===== src/sv/ipss_pkg.sv =====
package ipss_pkg;

    localparam int MAX_WIDTH_DEF  = 128;
    localparam int MAX_HEIGHT_DEF = 128;
    localparam int NUM_COLORS     = 256;
    localparam int COLOR_W        = 8;
    localparam int HADDR_W        = 8;
    localparam int CFG_IDX_W      = 3;
    localparam int CFG_DATA_W     = 8;

    localparam logic [CFG_IDX_W-1:0] REG_IMAGE_WIDTH  = 3'd0;
    localparam logic [CFG_IDX_W-1:0] REG_IMAGE_HEIGHT = 3'd1;
    localparam logic [CFG_IDX_W-1:0] REG_AUTO_SHADOW  = 3'd2;
    localparam logic [CFG_IDX_W-1:0] REG_SHADOW_COLOR = 3'd3;
    localparam logic [CFG_IDX_W-1:0] REG_DITHERED     = 3'd4;

    localparam logic MODE_LOAD  = 1'b0;
    localparam logic MODE_FETCH = 1'b1;

    typedef enum logic [3:0] {
        NB_C,
        NB_L1,
        NB_L2,
        NB_R1,
        NB_R2,
        NB_U1,
        NB_U2,
        NB_D1,
        NB_D2,
        NB_X
    } t_nb;

    typedef struct packed {
        logic load_wr;
        logic latch;
        logic fetch_rd;
        logic out_load;
        logic img_rd;
        t_nb  nb;
        logic k_clr;
        logic sweep_clr;
        logic hist_inc;
        logic arg_rd;
        logic pick;
        logic pos_clr;
        logic sep_wr;
        logic dmask_wr;
        logic next_wr;
        logic adv;
        logic skip;
    } t_cmd;

    typedef struct packed {
        logic load_done;
        logic sweep_done;
        logic arg_done;
        logic last1;
        logic last2;
        logic hist_hit;
        logic shadow_hit;
        logic right_mark;
        logic dmark;
        logic last_read;
        logic dith;
        logic auto_on;
        logic clash;
        logic out_free;
    } t_sts;

endpackage


===== src/sv/ipss_ctrl.sv =====
module ipss_ctrl (
    input  logic           i_clk,
    input  logic           i_rst_n,
    input  logic           i_valid,
    input  logic           i_mode,
    output logic           o_ready,
    input  ipss_pkg::t_sts i_sts,
    output ipss_pkg::t_cmd o_cmd
);

    typedef enum logic [3:0] {
        S_LOAD,
        S_GETX,
        S_CLR,
        S_RD,
        S_CAP,
        S_ACT,
        S_HINC,
        S_ACT2,
        S_ADV,
        S_ARG,
        S_ARGL,
        S_PICK,
        S_PCHK,
        S_READ,
        S_FETCH
    } t_state;

    t_state        r_state, n_state;
    ipss_pkg::t_nb r_nb, n_nb;
    logic          r_hist, n_hist;
    logic          accept;

    assign o_ready = (r_state == S_LOAD || r_state == S_READ) && i_sts.out_free;
    assign accept  = i_valid && o_ready;

    always_comb begin
        n_state   = r_state;
        n_nb      = r_nb;
        n_hist    = r_hist;
        o_cmd     = '0;
        o_cmd.nb  = r_nb;
        case (r_state)
            S_LOAD: begin
                if (accept && i_mode == ipss_pkg::MODE_LOAD) begin
                    o_cmd.load_wr = 1'b1;
                    if (i_sts.load_done) begin
                        o_cmd.latch = 1'b1;
                        n_state     = S_GETX;
                    end
                end
            end
            S_GETX: begin
                o_cmd.img_rd = 1'b1;
                o_cmd.nb     = ipss_pkg::NB_X;
                o_cmd.k_clr  = 1'b1;
                n_state      = S_CLR;
            end
            S_CLR: begin
                o_cmd.sweep_clr = 1'b1;
                if (i_sts.sweep_done) begin
                    n_nb = ipss_pkg::NB_C;
                    if (i_sts.auto_on) begin
                        o_cmd.pos_clr = 1'b1;
                        n_hist        = 1'b1;
                        n_state       = S_RD;
                    end else begin
                        n_state = S_PICK;
                    end
                end
            end
            S_RD: begin
                o_cmd.img_rd = 1'b1;
                if (r_nb == ipss_pkg::NB_D2) begin
                    n_state = S_CAP;
                end else begin
                    n_nb = ipss_pkg::t_nb'(4'(r_nb) + 4'd1);
                end
            end
            S_CAP: begin
                n_state = S_ACT;
            end
            S_ACT: begin
                n_state = S_ADV;
                if (r_hist) begin
                    if (i_sts.hist_hit) begin
                        n_state = S_HINC;
                    end
                end else if (i_sts.shadow_hit) begin
                    o_cmd.sep_wr = 1'b1;
                    if (i_sts.dith) begin
                        n_state = S_ACT2;
                    end
                end else if (i_sts.dmark) begin
                    o_cmd.dmask_wr = 1'b1;
                end
            end
            S_HINC: begin
                o_cmd.hist_inc = 1'b1;
                n_state        = S_ADV;
            end
            S_ACT2: begin
                o_cmd.next_wr = i_sts.right_mark;
                o_cmd.adv     = 1'b1;
                o_cmd.skip    = 1'b1;
                n_nb          = ipss_pkg::NB_C;
                n_state       = i_sts.last2 ? S_READ : S_RD;
            end
            S_ADV: begin
                o_cmd.adv = 1'b1;
                n_nb      = ipss_pkg::NB_C;
                if (!i_sts.last1) begin
                    n_state = S_RD;
                end else if (r_hist) begin
                    o_cmd.k_clr = 1'b1;
                    n_state     = S_ARG;
                end else begin
                    n_state = S_READ;
                end
            end
            S_ARG: begin
                o_cmd.arg_rd = 1'b1;
                if (i_sts.arg_done) begin
                    n_state = S_ARGL;
                end
            end
            S_ARGL: begin
                n_state = S_PICK;
            end
            S_PICK: begin
                o_cmd.pick = 1'b1;
                n_state    = S_PCHK;
            end
            S_PCHK: begin
                if (i_sts.clash) begin
                    n_state = S_READ;
                end else begin
                    o_cmd.pos_clr = 1'b1;
                    n_hist        = 1'b0;
                    n_nb          = ipss_pkg::NB_C;
                    n_state       = S_RD;
                end
            end
            S_READ: begin
                if (accept && i_mode == ipss_pkg::MODE_FETCH) begin
                    o_cmd.fetch_rd = 1'b1;
                    n_state        = S_FETCH;
                end
            end
            S_FETCH: begin
                o_cmd.out_load = 1'b1;
                n_state        = i_sts.last_read ? S_LOAD : S_READ;
            end
            default: begin
                n_state = S_LOAD;
            end
        endcase
    end

    always_ff @(posedge i_clk) begin
        if (!i_rst_n) begin
            r_state <= S_LOAD;
            r_nb    <= ipss_pkg::NB_C;
            r_hist  <= 1'b0;
        end else begin
            r_state <= n_state;
            r_nb    <= n_nb;
            r_hist  <= n_hist;
        end
    end

endmodule


===== config.mk =====
export PLATFORM = sky130hd
export DESIGN_NAME = ipss_ctrl
export DESIGN_NICKNAME = d
export VERILOG_FILES = /design/src/sv/ipss_pkg.sv /design/src/sv/ipss_ctrl.sv
export SDC_FILE = /design/constraint.sdc
export NUM_CORES = 1
export LEC_CHECK = 0
export BUFFER_PORTS_ARGS = -buffer_cell sky130_fd_sc_hd__buf_2
export CORE_MARGIN = 2
export CORE_UTILIZATION = 47
export CTS_CLUSTER_DIAMETER = 150
export DETAILED_ROUTE_END_ITERATION = 8
export PLACE_DENSITY = 0.86
export SETUP_SLACK_MARGIN = 0.4
export SYNTH_ARGS = -nofsm -noshare
export SYNTH_HDL_FRONTEND = slang
export SYNTH_SLANG_ARGS = --single-unit

===== constraint.sdc =====
create_clock -name i_clk -period 2.1 [get_ports i_clk]
set_input_delay 0.21 -clock i_clk [delete_from_list [all_inputs] [get_ports i_clk]]
set_output_delay 0.21 -clock i_clk [all_outputs]
set_load 0.005 [all_outputs]

# After elaboration in Yosys (flattened, before gate mapping)
# Cells that the tools add are included.
# word_totals
reg_bits	9
input_bits	18
output_inout_bits	21
word_cells	94
# classes
addsub	1
n_eq_ne	24
mux	52
n_bitwise	1
reduce_logical	13
# ops
op	n
4-bit two-way mux	19
4-bit case mux with 15 select lines	1
4-bit == test (second input constant)	8
1-bit two-way mux	23
4-bit by 3-bit == test with 1-bit output (second input constant)	4
4-bit case mux with 4 select lines	1
2-bit inequality test (second input constant)	7
4-bit by 2-bit == test with 1-bit output (second input constant)	2
2-bit two-way mux	4
4-bit AND reduction	2
1-bit case mux with 2 select lines	3
6-bit AND reduction	1
4-bit by 1-bit adder with 4-bit output (second input constant)	1
4-bit by 1-bit == test with 1-bit output (second input constant)	1
1-bit logical AND	4
4-bit logical NOT	1
2-bit by 1-bit inequality test with 1-bit output (second input constant)	2
4-bit nonzero test	1
2-bit OR reduction	2
3-bit two-way mux	1
2-bit nonzero test	1
1-bit logical OR	1
1-bit inverter	1

# Longest topological paths before layout
# depth
depth_word	7
depth_mapped	7
mapped_depth_nobuf	7

# Least setup slack after synthesis
# OpenSTA, ideal clock, no wires.
# synth_path
kind	register to register
start	reg r_state[2]
end	reg r_state[0]
setup_time_ps	134
t_arrival_ps	1420
t_required_ps	1966
setup_slack_ps	546
stages_incl_launch_ff	8
period_less_slack_ps	1554
cell_sequence	dfxtp_1 > buf_2 > and2_1 > buf_2 > a32oi_1 > o221ai_2 > a311oi_1 > a211oi_1
# synth_between
elab_chain_cells	7
elab_cells_between_ends	28
classes_between	eq/ne (20); mux (1); reduce/logical (7)
# synth_lines
item	line	source
start: declaration	ipss_ctrl.sv:29	t_state r_state, n_state;
start signal: assignment	ipss_ctrl.sv:166	r_state <= n_state;
4-bit == test or 4-bit logical NOT (tied branches)	ipss_ctrl.sv:34, ipss_ctrl.sv:43	
1-bit logical OR	ipss_ctrl.sv:34	assign o_ready = (r_state == S_LOAD || r_state == S_READ) && i_sts.out_free;
1-bit logical AND	ipss_ctrl.sv:34	
1-bit logical AND	ipss_ctrl.sv:35	assign accept = i_valid && o_ready;
1-bit logical AND, on equally long branches	ipss_ctrl.sv:145, ipss_ctrl.sv:45	
2-bit by 1-bit inequality test with 1-bit output (no line)	--	
6-bit AND reduction (no line)	--	
# Parallel ways exist; a longest one is shown, timed or not.
# A chain may end at the register's enable or synchronous reset.

==> reports/metrics.sh <==
STATUS='complete, no violations'
SOURCE_TO_SINK_CLOCK_DELAY_AT_THE_LATER_PIN_OF_THE_WORST_SKEW_PAIR_NS=0.25
FINAL_PERIOD_MINUS_WORST_SETUP_SLACK_NS=1.70
DOMINANTREGCELLSYNTH='sky130_fd_sc_hd__dfxtp_1'
SYNTH_LARGEST_AREA_CELL='sky130_fd_sc_hd__dfxtp_1'
SWSHARE_PCT=46.4
FINAL.SETUP.TNS_NS=0
FF_LATCH_COUNT_SYNTH=9
ROUTED-VIA-COUNT=1232
CP.REQUIRED_NS=1.89
CTS.CLK_SLEW.WORST_PATHS_NS=0.06
FINAL_MAX_SLEW_VIOL_COUNT=0
SETUP_VIOL=0
HOLD_CLASS='input port to flop'
WORST_EP_ARRIVAL_TIME_NS=1.49
YS_TOP_CELLS_BY_AREA='sky130_fd_sc_hd__dfxtp_1 (20%), sky130_fd_sc_hd__nor2_1 (5.4%), sky130_fd_sc_hd__nand2_1 (4.1%)'
INITIAL_ANTENNA_VIOLATION_COUNT=0
N_ANTENNA_CELL=0
NUM_ROWS=15
FINAL_CELL_MIX='sky130_fd_sc_hd__buf_2 (38), sky130_fd_sc_hd__nor2_1 (12), sky130_fd_sc_hd__buf_4 (11), sky130_fd_sc_hd__nand2_1 (10), sky130_fd_sc_hd__inv_1 (9)'
POWER.SHARE.SEQUENTIAL_PCT=21.1
CPMAXSTAGEDELAYCELL='sky130_fd_sc_hd__dfxtp_4'
DRT-INITIAL-DRC-COUNT=57
MOST_COMMON_CELL_AFTER_LAYOUT_FILL_AND_TAPS_ASIDE='sky130_fd_sc_hd__buf_2'
SYNTH_TOP_CELL_AREA_SHARE_PCT=19.8
UNREPAIRED_SETUP_ENDPOINTS_AFTER_GLOBAL_ROUTING='yes'
GRT_PASS1_WL_UM=4490
CTS_HTREE_LEVELS=1
PLACE_WORST_SETUP_SLACK_NS=0.305
CP_TOP_FAMILY='simple AND/OR/NAND/NOR gates'
POWER.INTERNAL_uW=751
TIMING.CRITICAL_PATH.SLOWEST_CELL_DELAY_NS=0.37
SYNTH_ENABLE_FLOP_CELLS=0
SYNTH-SEQ-AREA-SHARE_PCT=19.8
FINALWORSTSETUPSLACK_NS=0.396
POSTSYNTHAREAPERCELL_UM2=6.84
GRT_START_MAX_NET_PINS=15
MAX_FREQ_MHz=587
POWER.SHARE.CLOCK_PCT=9.3
CTS-ROOT-TO-SINK-BUFFERS=2
SYN-NUM-NETS=153
FINAL.PERIOD_UTILIZATION_PCT=81.1
FINAL_CELLS=206
NUMBER_OF_GLOBAL_ROUTE_VIAS_BEFORE_REPAIR=1094
POST_DP_CELL_AREA_MM2=0.00114
NUM_IO_PINS=39
PWR-SHARE-COMB_PCT=69.5
DRTPASS1ITERATIONS=4
HOLD_VIOL=0
DIE_HEIGHT_UM=48.0
NUM-NETS-FINAL=202
SKEW_NS=0.00445
N_FILL_CELL=132
VIA_PER_INST=5.98
INITIAL_CORE_UTIL_PCT=51.6
WORSTPATHMAXFANOUT=9
GLOBAL_ROUTE_OVERFLOW=0
WORST_SLEW_PIN_SLEW_NS=0.404
NUMPORTBUFFERS=38
GRTUSAGETOTAL_PCT=26.9
STARTPOINT_KIND_OF_THE_WORST_SETUP_TIMING_PATH='flop'
TIMING.CRITICAL_PATH.CELLS='buf_8 > nand2b_1 > buf_4 > nor3_4 > or2_2 > buf_2'
NUMBER_OF_ROUTED_NETS_WITH_ANTENNA_VIOLATIONS=0
CLOCK-ROOT-BUFFER='sky130_fd_sc_hd__clkbuf_4'
TRITONCTS.NUM_BUFFERS=3
CLOCK_SINK_COUNT=9
SYN_INST=133
SYNTH.YOSYS.WARNINGS=0
DETAIL_ROUTE.WL_PER_CELL_UM=15.3
NETLIST_AREA_UM2=910
AREA_OF_THE_CORE_REGION_MM2=0.00176
WORST-PATH-BUF-INV=3
CELLPOWERDENSITY_mW_PER_MM2=1040
TRITONCTS='built'
SLEW_HEADROOM_PCT=73.1
DETAILED_PLACE_HPWL_UM=2160
FRACTION_OF_FINAL_LAYOUT_CELLS_SIZED_BEYOND_DRIVE_STRENGTH_1_PCT=43.6
SWITCHING_POWER_uW=649
POWER.STATIC_LEAKAGE_nW=0.626
CRITICAL_PATH.ENDPOINT_TYPE='output pin'
FINISH.INSTANCE_AREA_MM2=0.00135
TIMING.HOLD.WS_NS=0.221
DESIGN.DIE.AREA_MM2=0.00230
CAP_VIOLATIONS=0
HIGHEST_IR_DROP_SEEN_ON_VDD_mV=0.606
AREA_GROWTH_SYN_TO_LAYOUT_PCT=48.4
SETUP.WORST_PATH.CLASS='flop to output pin'
YOSYSUNIQUECELLTYPES=42
PLACED_CELLS_INCL_TAPS=194
PLACE.GP.CONGESTION=0.920
POSTSYNTH.ASYNCRESETSHARE_PCT=0
FP.DIEW_UM=48.0
POST-ROUTE-DRC-COUNT=0
WIRELENGTH_UM=3160
-- worst paths after layout --
| path | slack, ns | depth (start not counted) | to | startpoint |
|---|---|---|---|---|
| setup / recovery | 0.40 | 6 | o_cmd[11] | r_state[2]$_SDFFE_PN0P_ |
| hold / removal | 0.22 | 3 | r_hist$_SDFFE_PN0P_ | i_rst_n |
| hold reg to reg | 0.51 | 2 | r_nb[2]$_SDFFE_PN0P_ | r_nb[2]$_SDFFE_PN0P_ |
| setup reg to reg | 0.42 | 5 | r_nb[3]$_SDFFE_PN0P_ | r_state[3]$_SDFFE_PN0P_ |
-- sequential cells by signal, summed over array words and instances (netlist names) --
register and count:
r_state 4, r_hist 1, r_nb 4
-- what timing repair did --
action	CTS	global route
pin swaps	2	8
setup endpoints to repair	19	14
gates resized for setup	20	13
hold buffers	0	0
setup buffers	5	3
-- layout make-up --
class	instances	area (um2)	share of cell area, %
multi-input combinational	105	736	54.5
timing repair buffer	52	318	23.5
sequential	9	198	14.6
inverter	11	41.3	3.06
tap	25	31.3	2.32
clock buffer	4	26.3	1.95
-- power groups by stage --
stage	clock network [mW]	registers (mW)	logic [mW]
floorplan	0	0.230	0.547
global placement	0	0.266	0.726
global route	0.143	0.300	1.05
finish	0.131	0.296	0.973
detailed placement	0	0.274	0.736
CTS	0.131	0.286	0.850
-- metrics by stage --
stage               power (mW)  utilization (%)
detailed placement        1.01             64.7
global placement         0.992             64.7
floorplan                0.777                -
finish                    1.40             76.5
CTS                       1.27             72.0
global route              1.50             76.5
-- metal layers --
layer / track usage, % / part of all wire (%) / vias to the layer above
li1: - / - / 587
met1: 31.9 / 38 / 566
met2: 49.1 / 52 / 73
met3: 4.53 / 7.8 / 6
met4: 7.57 / 2.2 / 0
met5: 0 / 0 / -
-- synthesized netlist by cell type (2+ instances only) --
cell type                    n
sky130_fd_sc_hd__nor2_1     13
sky130_fd_sc_hd__nand2_1    10
sky130_fd_sc_hd__dfxtp_1     9
sky130_fd_sc_hd__inv_1       9
sky130_fd_sc_hd__a21oi_1     7
sky130_fd_sc_hd__nor3_1      7
sky130_fd_sc_hd__o21ai_0     7
sky130_fd_sc_hd__and3_1      5
sky130_fd_sc_hd__nand2b_1    5
sky130_fd_sc_hd__nand3_1     5
sky130_fd_sc_hd__buf_2       4
sky130_fd_sc_hd__a211oi_1    3
sky130_fd_sc_hd__a311oi_1    3
sky130_fd_sc_hd__a32oi_1     3
sky130_fd_sc_hd__and2_1      3
sky130_fd_sc_hd__clkbuf_1    3
sky130_fd_sc_hd__nor2b_1     3
sky130_fd_sc_hd__or3_1       3
sky130_fd_sc_hd__ha_1        2
sky130_fd_sc_hd__nand4_1     2
sky130_fd_sc_hd__nor3b_1     2
sky130_fd_sc_hd__o2111ai_1   2
sky130_fd_sc_hd__o211ai_1    2
sky130_fd_sc_hd__o31ai_1     2
sky130_fd_sc_hd__or2_2       2
-- worst register-to-register path, cell delays in order, from the launching register on --
cell	delay, ns
sky130_fd_sc_hd__dfxtp_4	0.37
sky130_fd_sc_hd__and2b_4	0.30
sky130_fd_sc_hd__a32oi_1	0.15
sky130_fd_sc_hd__o211a_1	0.29
sky130_fd_sc_hd__or3_1	0.37
sky130_fd_sc_hd__a21oi_1	0.14
-- cell families (layout without fill, tap and decap cells) --
group / after synthesis / in the layout / synth area share, %
buffers and inverters: 19 / 67 / 8.39
and+or+nand+nor: 66 / 66 / 39.2
DFF: 9 / 9 / 19.8
muxes: 1 / 1 / 1.24
adders and majority gates: 2 / 2 / 2.75
AOI/OAI and AO/OA: 36 / 36 / 28.6
Note: power is estimated with default switching activity, not from simulation.
